## src/rypp_pkg.sv

```systemverilog
// ----------------------------------------------------------------------------
// rypp_pkg
// Shared types, format codes and BT.601 coefficients for the pixel packer.
// ----------------------------------------------------------------------------
package rypp_pkg;

   // source pixel format codes
   localparam logic [2:0] FMT_RGB565   = 3'd0;
   localparam logic [2:0] FMT_ARGB4444 = 3'd1;
   localparam logic [2:0] FMT_RGBA4444 = 3'd2;
   localparam logic [2:0] FMT_ABGR4444 = 3'd3;
   localparam logic [2:0] FMT_ABGR8888 = 3'd4;

   // BT.601 limited-range coefficients (magnitudes, signs applied in the adders)
   localparam logic [7:0] C_YR = 8'd66;
   localparam logic [7:0] C_YG = 8'd129;
   localparam logic [7:0] C_YB = 8'd25;
   localparam logic [7:0] C_UR = 8'd38;
   localparam logic [7:0] C_UG = 8'd74;
   localparam logic [7:0] C_UB = 8'd112;
   localparam logic [7:0] C_VR = 8'd112;
   localparam logic [7:0] C_VG = 8'd94;
   localparam logic [7:0] C_VB = 8'd18;

   // rounding term and output offsets
   localparam logic [7:0] ROUND_TERM = 8'd128;
   localparam logic [7:0] Y_OFFSET   = 8'd16;
   localparam logic [7:0] C_OFFSET   = 8'd128;

   // unpacked 8-bit components
   typedef struct packed {
      logic [2:0] fmt;
      logic [3:0] a;
      logic [7:0] r;
      logic [7:0] g;
      logic [7:0] b;
   } rgba_type;

   // registered coefficient products
   typedef struct packed {
      logic [2:0]  fmt;
      logic [3:0]  a;
      logic [15:0] yr;
      logic [15:0] yg;
      logic [15:0] yb;
      logic [15:0] ur;
      logic [15:0] ug;
      logic [15:0] ub;
      logic [15:0] vr;
      logic [15:0] vg;
      logic [15:0] vb;
   } prod_type;

   // 8-bit luma and chroma
   typedef struct packed {
      logic [2:0] fmt;
      logic [3:0] a;
      logic [7:0] y;
      logic [7:0] u;
      logic [7:0] v;
   } yuva_type;

endpackage

```

## src/rgb_to_yuv_pixel_packer.sv

```systemverilog
// ----------------------------------------------------------------------------
// rgb_to_yuv_pixel_packer
// RGB to BT.601 limited-range YUV converter with packed 16-bit output.
// ----------------------------------------------------------------------------
//  channel   ports                         handshake
//  input     req_pixel_in                  start, busy (busy is always low)
//  result    rsp_pixel_out                 rsp_valid, one-cycle strobe
//  config    csr_wr_data                   csr_wr_en, single register
//
//  One word enters per clock; its result is strobed once it has passed through
//  the unpack, multiply, sum and pack register stages.
//  Synchronous reset clears the pipeline valid bits and the format register.
//  The receiver takes every strobed word, so the pipeline never holds.
// ----------------------------------------------------------------------------
module rgb_to_yuv_pixel_packer (
   input  logic        clock,
   input  logic        reset,
   input  logic        start,
   output logic        busy,
   input  logic [31:0] req_pixel_in,
   input  logic        csr_wr_en,
   input  logic [2:0]  csr_wr_data,
   output logic        rsp_valid,
   output logic [15:0] rsp_pixel_out
);
   import rypp_pkg::*;

   logic [2:0] fmt_ff;
   logic       unp_valid;
   rgba_type   unp_comp;
   logic       mat_valid;
   yuva_type   mat_yuv;

   // format register
   always_ff @(posedge clock) begin
      if (reset) begin
         fmt_ff <= FMT_RGB565;
      end else if (csr_wr_en) begin
         fmt_ff <= csr_wr_data;
      end
   end

   // fully pipelined, never refuses a word
   assign busy = 1'b0;

   rypp_unpack u_unpack (
      .clock     (clock),
      .reset     (reset),
      .in_valid  (start & ~busy),
      .in_pixel  (req_pixel_in),
      .fmt       (fmt_ff),
      .out_valid (unp_valid),
      .out_comp  (unp_comp)
   );

   rypp_matrix u_matrix (
      .clock     (clock),
      .reset     (reset),
      .in_valid  (unp_valid),
      .in_comp   (unp_comp),
      .out_valid (mat_valid),
      .out_yuv   (mat_yuv)
   );

   rypp_pack u_pack (
      .clock     (clock),
      .reset     (reset),
      .in_valid  (mat_valid),
      .in_yuv    (mat_yuv),
      .out_valid (rsp_valid),
      .out_pixel (rsp_pixel_out)
   );

endmodule

```

## src/rypp_unpack.sv

```systemverilog
// ----------------------------------------------------------------------------
// rypp_unpack
// Stage 1: splits the source word into 8-bit r, g, b and a 4-bit alpha.
// ----------------------------------------------------------------------------
module rypp_unpack (
   input  logic              clock,
   input  logic              reset,
   input  logic              in_valid,
   input  logic [31:0]       in_pixel,
   input  logic [2:0]        fmt,
   output logic              out_valid,
   output rypp_pkg::rgba_type out_comp
);
   import rypp_pkg::*;

   rgba_type comp_in;
   rgba_type comp_ff;
   logic     valid_ff;

   // format-dependent field extraction, components left aligned in 8 bits
   always_comb begin
      comp_in     = '0;
      comp_in.fmt = fmt;
      unique case (fmt)
         FMT_RGB565: begin
            comp_in.r = {in_pixel[15:11], 3'b000};
            comp_in.g = {in_pixel[10:5], 2'b00};
            comp_in.b = {in_pixel[4:0], 3'b000};
         end
         FMT_ARGB4444: begin
            comp_in.a = in_pixel[15:12];
            comp_in.r = {in_pixel[11:8], 4'h0};
            comp_in.g = {in_pixel[7:4], 4'h0};
            comp_in.b = {in_pixel[3:0], 4'h0};
         end
         FMT_RGBA4444: begin
            comp_in.r = {in_pixel[15:12], 4'h0};
            comp_in.g = {in_pixel[11:8], 4'h0};
            comp_in.b = {in_pixel[7:4], 4'h0};
            comp_in.a = in_pixel[3:0];
         end
         FMT_ABGR4444: begin
            comp_in.a = in_pixel[15:12];
            comp_in.b = {in_pixel[11:8], 4'h0};
            comp_in.g = {in_pixel[7:4], 4'h0};
            comp_in.r = {in_pixel[3:0], 4'h0};
         end
         FMT_ABGR8888: begin
            // top nibble of each byte
            comp_in.a = in_pixel[31:28];
            comp_in.b = {in_pixel[23:20], 4'h0};
            comp_in.g = {in_pixel[15:12], 4'h0};
            comp_in.r = {in_pixel[7:4], 4'h0};
         end
         default: begin
            comp_in.a = '0;
         end
      endcase
   end

   always_ff @(posedge clock) begin
      if (reset) begin
         valid_ff <= 1'b0;
      end else begin
         valid_ff <= in_valid;
      end
      comp_ff <= comp_in;
   end

   assign out_valid = valid_ff;
   assign out_comp  = comp_ff;

endmodule

```

## src/rypp_matrix.sv

```systemverilog
// ----------------------------------------------------------------------------
// rypp_matrix
// Stages 2 and 3: coefficient products, then sums with rounding, floor shift
// and offsets, giving 8-bit Y, U and V modulo 256.
// ----------------------------------------------------------------------------
module rypp_matrix (
   input  logic               clock,
   input  logic               reset,
   input  logic               in_valid,
   input  rypp_pkg::rgba_type in_comp,
   output logic               out_valid,
   output rypp_pkg::yuva_type out_yuv
);
   import rypp_pkg::*;

   prod_type          prod_in;
   prod_type          prod_ff;
   logic              prod_valid_ff;
   logic [16:0]       y_sum;
   logic signed [17:0] u_sum;
   logic signed [17:0] v_sum;
   yuva_type          yuv_in;
   yuva_type          yuv_ff;
   logic              yuv_valid_ff;

   // stage 2: nine constant products
   always_comb begin
      prod_in.fmt = in_comp.fmt;
      prod_in.a   = in_comp.a;
      prod_in.yr  = 16'(in_comp.r) * 16'(C_YR);
      prod_in.yg  = 16'(in_comp.g) * 16'(C_YG);
      prod_in.yb  = 16'(in_comp.b) * 16'(C_YB);
      prod_in.ur  = 16'(in_comp.r) * 16'(C_UR);
      prod_in.ug  = 16'(in_comp.g) * 16'(C_UG);
      prod_in.ub  = 16'(in_comp.b) * 16'(C_UB);
      prod_in.vr  = 16'(in_comp.r) * 16'(C_VR);
      prod_in.vg  = 16'(in_comp.g) * 16'(C_VG);
      prod_in.vb  = 16'(in_comp.b) * 16'(C_VB);
   end

   // stage 3: sums, U and V signed; bits 15:8 of a sum are its floored shift mod 256
   always_comb begin
      y_sum = 17'(prod_ff.yr) + 17'(prod_ff.yg) + 17'(prod_ff.yb) + 17'(ROUND_TERM);
      u_sum = $signed({2'b00, prod_ff.ub}) + $signed(18'(ROUND_TERM))
            - $signed({2'b00, prod_ff.ur}) - $signed({2'b00, prod_ff.ug});
      v_sum = $signed({2'b00, prod_ff.vr}) + $signed(18'(ROUND_TERM))
            - $signed({2'b00, prod_ff.vg}) - $signed({2'b00, prod_ff.vb});
      yuv_in.fmt = prod_ff.fmt;
      yuv_in.a   = prod_ff.a;
      yuv_in.y   = y_sum[15:8] + Y_OFFSET;
      yuv_in.u   = u_sum[15:8] + C_OFFSET;
      yuv_in.v   = v_sum[15:8] + C_OFFSET;
   end

   always_ff @(posedge clock) begin
      if (reset) begin
         prod_valid_ff <= 1'b0;
         yuv_valid_ff  <= 1'b0;
      end else begin
         prod_valid_ff <= in_valid;
         yuv_valid_ff  <= prod_valid_ff;
      end
      prod_ff <= prod_in;
      yuv_ff  <= yuv_in;
   end

   assign out_valid = yuv_valid_ff;
   assign out_yuv   = yuv_ff;

endmodule

```

## src/rypp_pack.sv

```systemverilog
// ----------------------------------------------------------------------------
// rypp_pack
// Stage 4: truncates Y, U, V to field widths and packs the output word.
// ----------------------------------------------------------------------------
module rypp_pack (
   input  logic               clock,
   input  logic               reset,
   input  logic               in_valid,
   input  rypp_pkg::yuva_type in_yuv,
   output logic               out_valid,
   output logic [15:0]        out_pixel
);
   import rypp_pkg::*;

   logic [15:0] pixel_in;
   logic [15:0] pixel_ff;
   logic        valid_ff;

   // output packing per format
   always_comb begin
      unique case (in_yuv.fmt)
         FMT_RGB565: begin
            pixel_in = {in_yuv.u[7:3], in_yuv.y[7:2], in_yuv.v[7:3]};
         end
         FMT_ARGB4444, FMT_RGBA4444, FMT_ABGR4444, FMT_ABGR8888: begin
            pixel_in = {in_yuv.a, in_yuv.y[7:4], in_yuv.u[7:4], in_yuv.v[7:4]};
         end
         default: begin
            pixel_in = '0;
         end
      endcase
   end

   always_ff @(posedge clock) begin
      if (reset) begin
         valid_ff <= 1'b0;
      end else begin
         valid_ff <= in_valid;
      end
      pixel_ff <= pixel_in;
   end

   assign out_valid = valid_ff;
   assign out_pixel = pixel_ff;

endmodule

```

## config.mk

```make
export PLATFORM = sky130hd
export DESIGN_NAME = rgb_to_yuv_pixel_packer
export DESIGN_NICKNAME = d
export VERILOG_FILES = /design/src/rypp_pkg.sv /design/src/rgb_to_yuv_pixel_packer.sv /design/src/rypp_unpack.sv /design/src/rypp_matrix.sv /design/src/rypp_pack.sv
export SDC_FILE = /design/constraint.sdc
export NUM_CORES = 1
export LEC_CHECK = 0
export BUFFER_PORTS_ARGS = -buffer_cell sky130_fd_sc_hd__buf_2
export CORE_ASPECT_RATIO = 1.75
export CORE_UTILIZATION = 45
export DETAILED_ROUTE_END_ITERATION = 7
export GPL_TIMING_DRIVEN = 0
export MAX_ROUTING_LAYER = met4
export PLACE_DENSITY = 0.63
export RECOVER_POWER = 100
export REMOVE_ABC_BUFFERS = 1
export SETUP_SLACK_MARGIN = 0.1
export SYNTH_ARGS = -nofsm -noshare
export SYNTH_HDL_FRONTEND = slang
export SYNTH_SLANG_ARGS = --single-unit
export TNS_END_PERCENT = 1
```

## constraint.sdc

```tcl
create_clock -name clock -period 4.5 [get_ports clock]
set_clock_uncertainty 0.15 [all_clocks]
set_input_delay 0.9 -clock clock [delete_from_list [all_inputs] [get_ports clock]]
set_output_delay 0.9 -clock clock [all_outputs]
set_load 0.01 [all_outputs]
```

==> flow_results.org <==
** Outcome
- The flow ran to the end, and the final reports show no timing, DRC or antenna violations.

** Detailed routing
- For this run, the detailed router's first-pass iteration total came to 4.
- Final routed DRC violation total :: 0
- The count of nets left with antenna violations once routing finished came out at 0.
- Summing over every cut layer, the via total after detailed routing is 6026.
- For this block, the initial DRC count from the detailed router was 142.
- Using the TritonRoute via totals, the vias-per-cell ratio works out to 5.04.
- After detailed routing, the average wire length per cell comes to between 10 and 15 um.
- For this block, the routed nets add up to between 15000 and 20000 um of wire.

** Clock network
- Buffers inserted during clock tree synthesis total 17.
- Setup bufs post-CTS :: 0
- Clk_lat worst skew :: around 0.43 ns
- The tree is rooted in a clkbuf_16.
- In this run, post-CTS repair resized a total of 0 instances.
- For this design, the CTS-stage hold fixing added 0 buffers.
- Htree depth :: 4
- After clock tree synthesis, the clock-pin slew on the worst setup and hold paths is about 0.070 ns.
- The clock passes through at most 2 buffers.
- Sinks on the clock net :: 145
- TritonCTS built the clock tree.

** Yosys
- The synthesized design contains ~150 register bits.
- Most used flip-flop cell after synthesis :: dfxtp_1
- Proportion of register bits with asynchronous set or reset after synthesis :: 0%
- Counting every instance in the synthesized netlist gives about 890.
- The synthesized netlist contains 51 unique library cells.
- Post-Synthesis Mean Instance Area :: 9.95 sq um
- Netlist Area Pre-Place :: between 8000 and 9000 sq um
- The Yosys step of the flow raised 0 warnings.
- Portion of the post-synthesis area used by sequential elements :: about a third
- In this run, synthesis inferred 0 flip-flops with an integrated enable.

** Place
- The HPWL after detailed placement is 13900 um.
- Number of cells in the design after placement :: approximately 1200
- Number of I/O port buffers :: between 40 and 50
- Final RePlAce weighted congestion :: between 0.8 and 0.9

** Power
- Peak supply drop :: roughly 0.32 mV
- In this run the power density over the cells is 832 nW/um^2.
- The design draws 0.00827 W.
- Leakage power :: 4.96 nW

** Timing
- Number of setup violations in the final report :: 0
- Actual slew at the worst max-slew pin :: between 1 and 1.5 ns
- Slew HR :: approximately 30%
- Setup repair after global routing left no endpoint under its margin.
- Worst hold slack :: 0.177 ns
- For the finished layout, the period the worst path requires is around 3.8 ns.
- Highest achievable clock rate :: around 260 MHz
- The final hold violation count is 0.
- Summed over all failing endpoints, the final setup total negative slack is 0 ns.
- The final critical path takes up a little over four fifths of the cycle.
- The final number of max-transition violations is 0.

** Finish
- In the layout the commonest cells are ha_1, inv_1, dfxtp_1.
- Post-layout nets :: approximately 1200
- Once layout is complete, the cells apart from fillers number roughly 1200.
- Total inserted antenna cells :: 0
- Relative to the synthesized area, the layout overhead comes to 11.7%.
- In the final layout, the share of cells above drive strength 1 is ~7.3%.
- Leaving out fill and tap cells, the most frequent cell in the layout is ha_1.
- Fillers :: between 1500 and 2000

** Global routing
- For this run, the total global-route usage over all layers was measured as 19.2%.
- Maximum number of pins on one net before global-route repair :: 38
- The first global-routing pass estimated about 29000 um of wire.
- The number of global-route vias before repair was 6104.
- The initial antenna violation count is 0.
- GRT Residual Overflow :: 0

** Floorplanning
- Die X :: 108 um
- Initial core utilization :: between 40% and 50%
- Die Area :: roughly 20000 sq um
- The floorplan has 67 rows.
- The die is 188 um tall.
- The core region is 19300 sq um.
- Count of pins on the block boundary :: 57

** Setup path
- Endpoint kind of the worst setup timing path :: register
- The critical path in this run is classified as reg2reg.
- CP arrival :: 3.96 ns
- Reg2Reg Depth :: 13
- Startpoint type of the worst setup path :: register
- Req. time, crit path :: around 4.7 ns
- Largest fanout of any net on the critical path :: 8

** Worst hold path
- Classification of the worst-slack hold path :: reg2reg
- Hold Path Depth :: 0

** Flow run
- Across the run, the number of max-cap violations was 0.
routing by layer:
metal	part of all wire, %	global-route usage [%]	wire length [um]	vias to the layer above
li1	-	-	-	3107
met1	38	18.6	6590	2817
met2	57	36.6	9740	79
met3	2.1	3.13	355	23
met4	2.6	7.53	437	0
met5	0	-	0	-
flip-flops by register name, summed over array words and instances, names as in the netlist:
| signal | cells |
|---|---|
| u_pack.out_valid | 1 |
| u_unpack.out_comp | 23 |
| u_unpack.out_valid | 1 |
| u_matrix.prod_valid_ff | 1 |
| u_matrix.out_yuv | 23 |
| fmt_ff | 3 |
| u_matrix.prod_ff | 76 |
| u_matrix.out_valid | 1 |
| u_pack.out_pixel | 16 |
area by class of cell:
| cell class | instances | area (sq um) | share of cell area, % |
|---|---|---|---|
| Multi-Input combinational cell | 583 | 5350 | 53.9 |
| Sequential cell | 145 | 2900 | 29.2 |
| Inverter | 146 | 548 | 5.52 |
| Clock buffer | 17 | 425 | 4.28 |
| Tap cell | 241 | 302 | 3.04 |
| Timing Repair Buffer | 48 | 216 | 2.18 |
| Clock inverter | 15 | 181 | 1.83 |
kinds of logic (layout without fill, tap and decap cells):
group / count (synthesis) / in the layout / share of synthesized area, %
AOI/OAI and AO/OA: 178 / 178 / 12.3
xor gates and xnor gates: 41 / 41 / 4.04
adders and majority gates: 208 / 208 / 33.2
buffers and inverters: 165 / 226 / 7.05
DFF: 145 / 145 / 32.7
muxes: 26 / 26 / 3.36
other: 1 / 1 / 0.0422
and+or+nand+nor: 129 / 129 / 7.31
per-stage QoR:
| step | worst slack (ns) | util, % | instance area (sq um) |
|---|---|---|---|
| detailed placement | 0.718 | 48.6 | 9360 |
| global placement | 0.722 | 48.5 | 9350 |
| finish | 0.695 | 51.5 | 9930 |
| CTS | 0.674 | 51.7 | 9970 |
| global route | 0.504 | 51.5 | 9930 |
| floorplan | 1.13 | - | 8810 |
critical path: stages, from the launching register on:
cell      delay, ns
dfxtp_1        0.61
fa_1           0.50
ha_1           0.29
inv_1          0.05
fa_1           0.52
inv_1          0.07
fa_1           0.46
a21oi_1        0.18
nor2_1         0.06
nor2_1         0.16
o21bai_1       0.08
a21oi_1        0.22
o21ai_0        0.14
xor2_1         0.17
worst paths after layout:
kind                            slack [ns]              endpoint                   from
worst max-delay path                  0.69  u_matrix.prod_ff[30]  u_unpack.out_comp[14]
worst min-delay path                  0.18  u_matrix.out_yuv[26]  u_matrix.prod_ff[146]
worst max register to register        0.69  u_matrix.prod_ff[30]  u_unpack.out_comp[14]
worst min register to register        0.18  u_matrix.out_yuv[26]  u_matrix.prod_ff[146]
power by group:
group / leakage [nW] / internal [W] / total (W) / switching [W]
Clock: 0.296 / 0.000754 / 0.00141 / 0.000655
Combinational: 3.45 / 0.00219 / 0.00487 / 0.00268
Sequential: 1.22 / 0.00175 / 0.00198 / 0.000237
Total: 4.96 / 0.00469 / 0.00827 / 0.00358
cells in the mapped netlist, types with 3 or more instances:
master	instances	share of area (%)
a21boi_0	6	0.51
dfxtp_1	145	33
fa_1	47	11
nor2b_1	15	1.1
o21bai_1	7	0.59
a21oi_1	69	3.9
xnor2_1	31	3.1
inv_1	146	6.2
and2_1	4	0.28
buf_1	4	0.17
nor2_1	31	1.3
xor2_1	10	0.99
a31oi_1	7	0.49
a21o_1	14	1.2
or2_2	3	0.21
nand4_1	6	0.42
and3_1	7	0.49
ha_1	161	23
buf_2	3	0.17
mux4_2	3	0.76
clkbuf_1	11	0.46
o21ai_0	41	2.3
o311ai_0	3	0.30
nor3_1	8	0.45
nand4b_1	3	0.30
mux2i_1	22	2.5
o21a_1	9	0.76
nand3_1	24	1.4
nand2_1	20	0.84
nand2b_1	5	0.35
No activity file was read; power rests on OpenSTA's default activity.
